### config.mk
export PLATFORM = sky130hd
export DESIGN_NAME = cache_set_lru_tag_match_top
export DESIGN_NICKNAME = d
export VERILOG_FILES = /design/src/rtl/csl_pkg.sv /design/src/rtl/cache_set_lru_tag_match_top.sv /design/src/rtl/csl_ctrl.sv /design/src/rtl/csl_dp.sv
export VERILOG_INCLUDE_DIRS = /design/src /design/src/rtl
export SDC_FILE = /design/constraint.sdc
export NUM_CORES = 1
export LEC_CHECK = 0
export ABC_AREA = 1
export BUFFER_PORTS_ARGS = -buffer_cell sky130_fd_sc_hd__buf_2
export CAP_MARGIN = 20
export CORE_MARGIN = 2
export CORE_UTILIZATION = 50
export DETAILED_ROUTE_END_ITERATION = 10
export GPL_ROUTABILITY_DRIVEN = 0
export HOLD_SLACK_MARGIN = 0.03
export PLACE_DENSITY = 0.67
export SYNTH_ARGS = -nofsm -noshare
export SYNTH_HDL_FRONTEND = slang
export SYNTH_SLANG_ARGS = --single-unit
### constraint.sdc
create_clock -name i_clk -period 5.4 [get_ports i_clk]
set_input_delay 1.08 -clock i_clk [delete_from_list [all_inputs] [get_ports i_clk]]
set_output_delay 1.08 -clock i_clk [all_outputs]
set_load 0.1 [all_outputs]
### src/rtl/cache_set_lru_tag_match_top_assert.svh
// ---------------------------------------------------------------------------
// Cache set assertion macros
// Shared assertion forms for the cache set RTL, clocked on i_clk and
// disabled while i_rst_n is low.
// ---------------------------------------------------------------------------
`ifndef CACHE_SET_LRU_TAG_MATCH_TOP_ASSERT_SVH
`define CACHE_SET_LRU_TAG_MATCH_TOP_ASSERT_SVH

// Same-cycle implication.
`define CSL_ASSERT_SAME(label, ante, cons) \
    label: assert property (@(posedge i_clk) disable iff (!i_rst_n) \
        (ante) |-> (cons)) else $error("cache set check failed");

// Next-cycle implication.
`define CSL_ASSERT_NEXT(label, ante, cons) \
    label: assert property (@(posedge i_clk) disable iff (!i_rst_n) \
        (ante) |=> (cons)) else $error("cache set check failed");

`endif

### src/rtl/csl_pkg.sv
// ---------------------------------------------------------------------------
// Cache set package
// Sizes, request mode codes, controller states and the command and status
// bundles shared by the cache set modules.
// ---------------------------------------------------------------------------
package csl_pkg;

    localparam int WAYS      = 8;
    localparam int WAY_BITS  = $clog2(WAYS);
    localparam int IDX_BITS  = 3;
    localparam int TAG_BITS  = 32;
    localparam int CNT_BITS  = 32;

    typedef enum logic [1:0] {
        MODE_LOOKUP = 2'd0,
        MODE_TOUCH  = 2'd1,
        MODE_ALLOC  = 2'd2,
        MODE_ACCESS = 2'd3
    } t_mode;

    typedef enum logic {
        ST_IDLE = 1'b0,
        ST_EXEC = 1'b1
    } t_state;

    typedef struct packed {
        logic capture;
        logic commit;
    } t_cmd;

    typedef struct packed {
        logic out_full;
    } t_sts;

endpackage

### src/rtl/cache_set_lru_tag_match_top.sv
// One set of an eight-way set-associative cache with true LRU replacement.
// Each request is handled in two steps: it is captured, then the compare
// and LRU shift chain updates the set and loads the output register; no new
// request is captured before the last one commits. The output register lets the
// next request be captured while a result still waits to be taken; a held
// result delays only the update step. Configuration writes are taken at any
// time but are meant to happen while the block is idle.
// ---------------------------------------------------------------------------
// Cache set top level
// Connects the request controller and the set datapath to the ports.
// ---------------------------------------------------------------------------
module cache_set_lru_tag_match_top
    import csl_pkg::*;
(
    input  logic                i_clk,
    input  logic                i_rst_n,
    input  logic                i_cfg_we,
    input  logic                i_cfg_wdata,
    input  logic                i_in_valid,
    output logic                o_in_stall,
    input  logic [1:0]          i_mode,
    input  logic [TAG_BITS-1:0] i_tag,
    input  logic [IDX_BITS-1:0] i_way_index,
    output logic                o_out_valid,
    input  logic                i_out_stall,
    output logic                o_hit,
    output logic [IDX_BITS-1:0] o_hit_way,
    output logic [IDX_BITS-1:0] o_victim_way,
    output logic [CNT_BITS-1:0] o_usage_count
);

    t_cmd cmd;
    t_sts sts;

    csl_ctrl u_ctrl (
        .i_clk       (i_clk),
        .i_rst_n     (i_rst_n),
        .i_in_valid  (i_in_valid),
        .o_in_stall  (o_in_stall),
        .i_out_stall (i_out_stall),
        .i_sts       (sts),
        .o_cmd       (cmd)
    );

    csl_dp u_dp (
        .i_clk         (i_clk),
        .i_rst_n       (i_rst_n),
        .i_cfg_we      (i_cfg_we),
        .i_cfg_wdata   (i_cfg_wdata),
        .i_mode        (i_mode),
        .i_tag         (i_tag),
        .i_way_index   (i_way_index),
        .i_cmd         (cmd),
        .o_sts         (sts),
        .i_out_stall   (i_out_stall),
        .o_out_valid   (o_out_valid),
        .o_hit         (o_hit),
        .o_hit_way     (o_hit_way),
        .o_victim_way  (o_victim_way),
        .o_usage_count (o_usage_count)
    );

endmodule

### src/rtl/csl_ctrl.sv
// ---------------------------------------------------------------------------
// Cache set controller
// Two-state sequencer: capture a request, then commit it to the set state
// and the output register once that register can take a result.
// ---------------------------------------------------------------------------
`include "cache_set_lru_tag_match_top_assert.svh"

module csl_ctrl
    import csl_pkg::*;
(
    input  logic i_clk,
    input  logic i_rst_n,
    input  logic i_in_valid,
    output logic o_in_stall,
    input  logic i_out_stall,
    input  t_sts i_sts,
    output t_cmd o_cmd
);

    t_state r_state;
    t_state n_state;
    logic   out_free;

    assign out_free = !i_sts.out_full || !i_out_stall;

    always_ff @(posedge i_clk) begin
        if (!i_rst_n) begin
            r_state <= ST_IDLE;
        end else begin
            r_state <= n_state;
        end
    end

    always_comb begin
        n_state = r_state;
        case (r_state)
            ST_IDLE: begin
                if (i_in_valid) begin
                    n_state = ST_EXEC;
                end
            end
            ST_EXEC: begin
                if (out_free) begin
                    n_state = ST_IDLE;
                end
            end
            default: begin
                n_state = ST_IDLE;
            end
        endcase
    end

    always_comb begin
        o_in_stall     = 1'b1;
        o_cmd.capture  = 1'b0;
        o_cmd.commit   = 1'b0;
        case (r_state)
            ST_IDLE: begin
                o_in_stall    = 1'b0;
                o_cmd.capture = i_in_valid;
            end
            ST_EXEC: begin
                o_cmd.commit = out_free;
            end
            default: begin
                o_in_stall = 1'b1;
            end
        endcase
    end

    `CSL_ASSERT_NEXT(a_capture_then_exec, o_cmd.capture, r_state == ST_EXEC)
    `CSL_ASSERT_SAME(a_commit_needs_room, o_cmd.commit, !i_sts.out_full || !i_out_stall)
    `CSL_ASSERT_SAME(a_exec_stalls_input, r_state == ST_EXEC, o_in_stall)

endmodule

### src/rtl/csl_dp.sv
// ---------------------------------------------------------------------------
// Cache set datapath
// Holds tags, valid bits, the LRU order list and the access counter, runs
// the parallel tag compare and LRU shift chain, and keeps the output register.
// ---------------------------------------------------------------------------
`include "cache_set_lru_tag_match_top_assert.svh"

module csl_dp
    import csl_pkg::*;
(
    input  logic                i_clk,
    input  logic                i_rst_n,
    input  logic                i_cfg_we,
    input  logic                i_cfg_wdata,
    input  logic [1:0]          i_mode,
    input  logic [TAG_BITS-1:0] i_tag,
    input  logic [IDX_BITS-1:0] i_way_index,
    input  t_cmd                i_cmd,
    output t_sts                o_sts,
    input  logic                i_out_stall,
    output logic                o_out_valid,
    output logic                o_hit,
    output logic [IDX_BITS-1:0] o_hit_way,
    output logic [IDX_BITS-1:0] o_victim_way,
    output logic [CNT_BITS-1:0] o_usage_count
);

    logic                r_wb;
    t_mode               r_mode;
    logic [TAG_BITS-1:0] r_tag;
    logic [IDX_BITS-1:0] r_way;

    logic [TAG_BITS-1:0] r_tags [WAYS];
    logic [WAYS-1:0]     r_valid;
    logic [WAY_BITS-1:0] r_lru  [WAYS];
    logic [WAY_BITS-1:0] n_lru  [WAYS];
    logic [CNT_BITS-1:0] r_count;
    logic [CNT_BITS-1:0] n_count;

    logic                r_out_valid;
    logic                r_hit;
    logic [IDX_BITS-1:0] r_hit_way;
    logic [IDX_BITS-1:0] r_victim;

    logic                way_ok;
    logic [WAYS-1:0]     tag_eq;
    logic                lk_hit;
    logic [IDX_BITS-1:0] lk_way;
    logic [WAYS-1:0]     pos_eq;
    logic [WAYS-1:0]     seen;

    assign way_ok = ({1'b0, r_way} < (IDX_BITS + 1)'(WAYS));

    always_comb begin
        for (int i = 0; i < WAYS; i++) begin
            tag_eq[i] = r_valid[i] && (r_tags[i] == r_tag);
        end
        lk_hit = |tag_eq;
        lk_way = '0;
        for (int i = WAYS - 1; i >= 0; i--) begin
            if (tag_eq[i]) begin
                lk_way = IDX_BITS'(i);
            end
        end
    end

    always_comb begin
        for (int k = 0; k < WAYS; k++) begin
            pos_eq[k] = way_ok && (r_lru[k] == r_way[WAY_BITS-1:0]);
        end
        seen[0] = pos_eq[0];
        for (int k = 1; k < WAYS; k++) begin
            seen[k] = seen[k-1] | pos_eq[k];
        end
        for (int k = 0; k < WAYS; k++) begin
            n_lru[k] = r_lru[k];
        end
        if (r_mode == MODE_TOUCH) begin
            for (int k = 0; k < WAYS - 1; k++) begin
                if (seen[k]) begin
                    n_lru[k] = r_lru[k+1];
                end
            end
            if (seen[WAYS-1]) begin
                n_lru[WAYS-1] = r_way[WAY_BITS-1:0];
            end
        end
    end

    assign n_count = (r_mode == MODE_ACCESS) ? r_count + 1'b1 : r_count;

    always_ff @(posedge i_clk) begin
        if (!i_rst_n) begin
            r_wb <= 1'b1;
        end else if (i_cfg_we) begin
            r_wb <= i_cfg_wdata;
        end
    end

    always_ff @(posedge i_clk) begin
        if (i_cmd.capture) begin
            r_mode <= t_mode'(i_mode);
            r_tag  <= i_tag;
            r_way  <= i_way_index;
        end
    end

    always_ff @(posedge i_clk) begin
        if (i_cmd.commit && r_mode == MODE_ALLOC && r_wb && way_ok) begin
            r_tags[r_way[WAY_BITS-1:0]] <= r_tag;
        end
    end

    always_ff @(posedge i_clk) begin
        if (!i_rst_n) begin
            r_valid <= '0;
            r_count <= '0;
            for (int k = 0; k < WAYS; k++) begin
                r_lru[k] <= WAY_BITS'(k);
            end
        end else if (i_cmd.commit) begin
            if (r_mode == MODE_ALLOC && r_wb && way_ok) begin
                r_valid[r_way[WAY_BITS-1:0]] <= 1'b1;
            end
            r_count <= n_count;
            for (int k = 0; k < WAYS; k++) begin
                r_lru[k] <= n_lru[k];
            end
        end
    end

    always_ff @(posedge i_clk) begin
        if (!i_rst_n) begin
            r_out_valid <= 1'b0;
        end else if (i_cmd.commit) begin
            r_out_valid <= 1'b1;
        end else if (!i_out_stall) begin
            r_out_valid <= 1'b0;
        end
    end

    always_ff @(posedge i_clk) begin
        if (i_cmd.commit) begin
            r_hit     <= (r_mode == MODE_LOOKUP) && lk_hit;
            r_hit_way <= (r_mode == MODE_LOOKUP) ? lk_way : '0;
            r_victim  <= IDX_BITS'(n_lru[0]);
        end
    end

    assign o_sts.out_full = r_out_valid;
    assign o_out_valid    = r_out_valid;
    assign o_hit          = r_hit;
    assign o_hit_way      = r_hit_way;
    assign o_victim_way   = r_victim;
    assign o_usage_count  = r_count;

    `CSL_ASSERT_NEXT(a_commit_loads_out, i_rst_n && i_cmd.commit, r_out_valid)
    `CSL_ASSERT_NEXT(a_count_only_access,
        i_rst_n && i_cmd.commit && r_mode != MODE_ACCESS, r_count == $past(r_count))
    `CSL_ASSERT_NEXT(a_touch_to_mru,
        i_rst_n && i_cmd.commit && r_mode == MODE_TOUCH && way_ok,
        r_lru[WAYS-1] == $past(r_way[WAY_BITS-1:0]))

endmodule
==> flow_metrics.tcl <==
set metrics [dict create \
    synthXorXnorAreaFrac 0.0564 \
    grt_max_degree 34 \
    synth-simple-area-share 0.174 \
    dieArea_um2 33800 \
    cts_setup_buffers 0 \
    synthCells 1477 \
    startpoint_type "primary input" \
    clk_pin_slew_ps 60 \
    worstSetupPathType "in -> reg" \
    ys_seq_area_frac 0.655 \
    layout.nets 1630 \
    syn_nets 1521 \
    tightest_slew_ps 981 \
    diodes 0 \
    top_level_ports 84 \
    ys_seq_elements 367 \
    final_antenna_net_count 0 \
    cts_buffers 39 \
    syn_avg_cell_area_um2 10.9 \
    synthFlopType "edfxtp_1" \
    grt_usage 0.255 \
    viasPerCell 5.57 \
    synth_mux_area_frac 0 \
    clkSinkCount 367 \
    antenna_found_initial 0 \
    required_ps 5540 \
    grt_pass1_wl_mm 63.6 \
    fmax_mhz 338 \
    status "finished clean" \
    syn_area_um2 16200 \
    synth_cell_types 52 \
    synth_compound_area_frac 0.0653 \
    ir_drop_uv 198 \
    path_max_fanout 33 \
    endpoint_kind "flop" \
    fin_crit_sh 0.548 \
    finalHoldViolations 0 \
    routedWlPerCell_um 21.1 \
    drc 0 \
    io_buffers 83 \
    drt_first_pass_iters 6 \
    clock_path_buffers 3 \
    finalSetupTns_ps 0 \
    drv_slew 0 \
    synthAdderAreaFrac 0.000774 \
    hp-class "reg -> reg" \
    setup_viol 0 \
    vias 11200 \
    die-height_um 184 \
    powerDensity_nw_per_um2 344 \
    critical_path_arrival_ps 3100 \
    max_cap_violations 0 \
    clock-root-buffer "clkbuf_16" \
    fin_util 0.581 \
    grt-ovfl-total 0 \
    fin_crit_ps 2960 \
    dp_cells 1947 \
    drtIter0Drc 1093 \
    num_rows 65 \
    tritoncts "yes" \
    cts_resized 0 \
    final_cells 2017 \
    wl_mm 42.7 \
    p_leak_nw 6.86 \
    dpl_cell_area_um2 17100 \
    synth_top_family_by_area "simple AND/OR/NAND/NOR gates" \
    clkLatencyLatePin_ps 530 \
    synthArstFlopShare 0 \
    max_slew_margin 0.345 \
    core_area_um2 31700 \
    grt_pass1_vias 10700 \
    area_growth_pct 14.1 \
    drive_gt1_frac 0.150 \
    htree_levels 2 \
    dieWidth_um 184 \
    holdBufCountCts 0 \
    dp_hpwl_mm 27.1 \
    start_util 0.510 \
    yosysWarnings 0 \
    rsz0062_at_grt "no" \
    synth_edf_count 324 \
    fin_worst_skew_ps 17.5 \
    fin_area_um2 18400 \
]
[power breakdown]
group	internal, mW	total (mW)	switching [mW]
Sequential	3.14	3.20	0.0578
Clock	1.65	2.73	1.08
Combinational	0.112	0.415	0.302
Total	4.91	6.34	1.44
[layout make-up]
type                            instances  area [um2]
Clock inverter                          9         101
Tap cell                              402         503
Fill cell                            2661       13300
Timing Repair Buffer                  106         588
Multi-Input combinational cell        921        4860
Inverter                              151         569
Sequential cell                       367       10600
Clock buffer                           61        1220
[critical path: stages]
cell	delay [ps]
buf_2	100
nand2_1	90
nand2_2	120
inv_1	300
nand4_1	250
nor2_1	160
inv_1	190
nor2_4	790
[through the flow]
stage | hold WS, ps | worst slack [ps] | power, mW
after floorplan | 434 | 1760 | 3.50
after CTS | 469 | 2450 | 6.37
after detailed placement | 456 | 1910 | 3.67
after global placement | 450 | 1980 | 3.66
after global routing | 488 | 2270 | 6.51
final | 466 | 2440 | 6.34
[cell usage after synthesis (6+ instances only)]
library cell / instances / area share
xnor2_1: 73 / 0.040
nand3_1: 35 / 0.011
xor2_1: 31 / 0.017
nor2_1: 157 / 0.036
nand4_1: 26 / 0.010
nor3_1: 17 / 0.0053
a211oi_1: 6 / 0.0028
or2_2: 13 / 0.0050
edfxtp_1: 324 / 0.60
inv_1: 128 / 0.030
a21oi_1: 32 / 0.0099
clkbuf_1: 7 / 0.0016
o21ai_1: 11 / 0.0034
inv_2: 22 / 0.0051
buf_2: 24 / 0.0074
o21ai_0: 68 / 0.021
nor2_2: 6 / 0.0023
a21boi_0: 6 / 0.0028
o22ai_1: 29 / 0.011
dfxtp_1: 43 / 0.053
nand2_1: 341 / 0.079
[kinds of logic (layout without fill, tap and decap cells)]
kind of cell	count (synthesis)	count (layout)
fa+ha+maj	1	1
buf+inv	189	327
xor+xnor	104	104
simple gates	636	636
compound gates	180	180
flops	367	367
[sequential cells by signal (all words and copies together) (netlist names)]
register,cells
u_dp.o_out_valid,1
u_dp.o_usage_count,32
u_dp.r_mode,2
u_dp.r_wb,1
u_dp.r_tag,32
u_dp.r_lru,24
u_dp.r_valid,8
u_dp.r_way,3
u_ctrl.r_state,1
u_dp.r_tags,256
u_dp.o_hit,1
u_dp.o_victim_way,3
u_dp.o_hit_way,3
[cells in the final DEF, fill, tap and decap left out, drive strengths merged, types with 5 or more instances in the layout]
cell type	instances
xor2	31
nand4	28
nor3	25
a21boi	7
dfxtp	43
a21oi	32
a22o	5
clkinv	5
o22ai	29
nor2	167
edfxtp	324
clkbuf	61
buf	106
nand2	345
o21ai	79
inv	153
xnor2	73
nor4	6
a211oi	6
nand3	41
or2	19
o211ai	5
[final timing paths]
| kind | start | cells past startpoint | slack, ps | endpoint |
|---|---|---|---|---|
| worst max-delay path | i_out_stall | 8 | 2440 | u_dp.r_tags[6][11] |
| worst min-delay path | u_dp.r_valid[6] | 2 | 470 | u_dp.r_valid[6] |
| worst max register to register | u_dp.r_tag[1] | 12 | 2630 | u_dp.o_hit_way[2] |
| worst min register to register | u_dp.r_valid[6] | 2 | 470 | u_dp.r_valid[6] |
[per-layer routing]
layer	GRT usage	routed length, um	vias up
li1	-	-	5241
met1	0.357	18100	5361
met2	0.406	19400	535
met3	0.0349	3480	106
met4	0.0986	1710	0
met5	0	0	-
No activity file was read; power rests on OpenSTA's default activity.
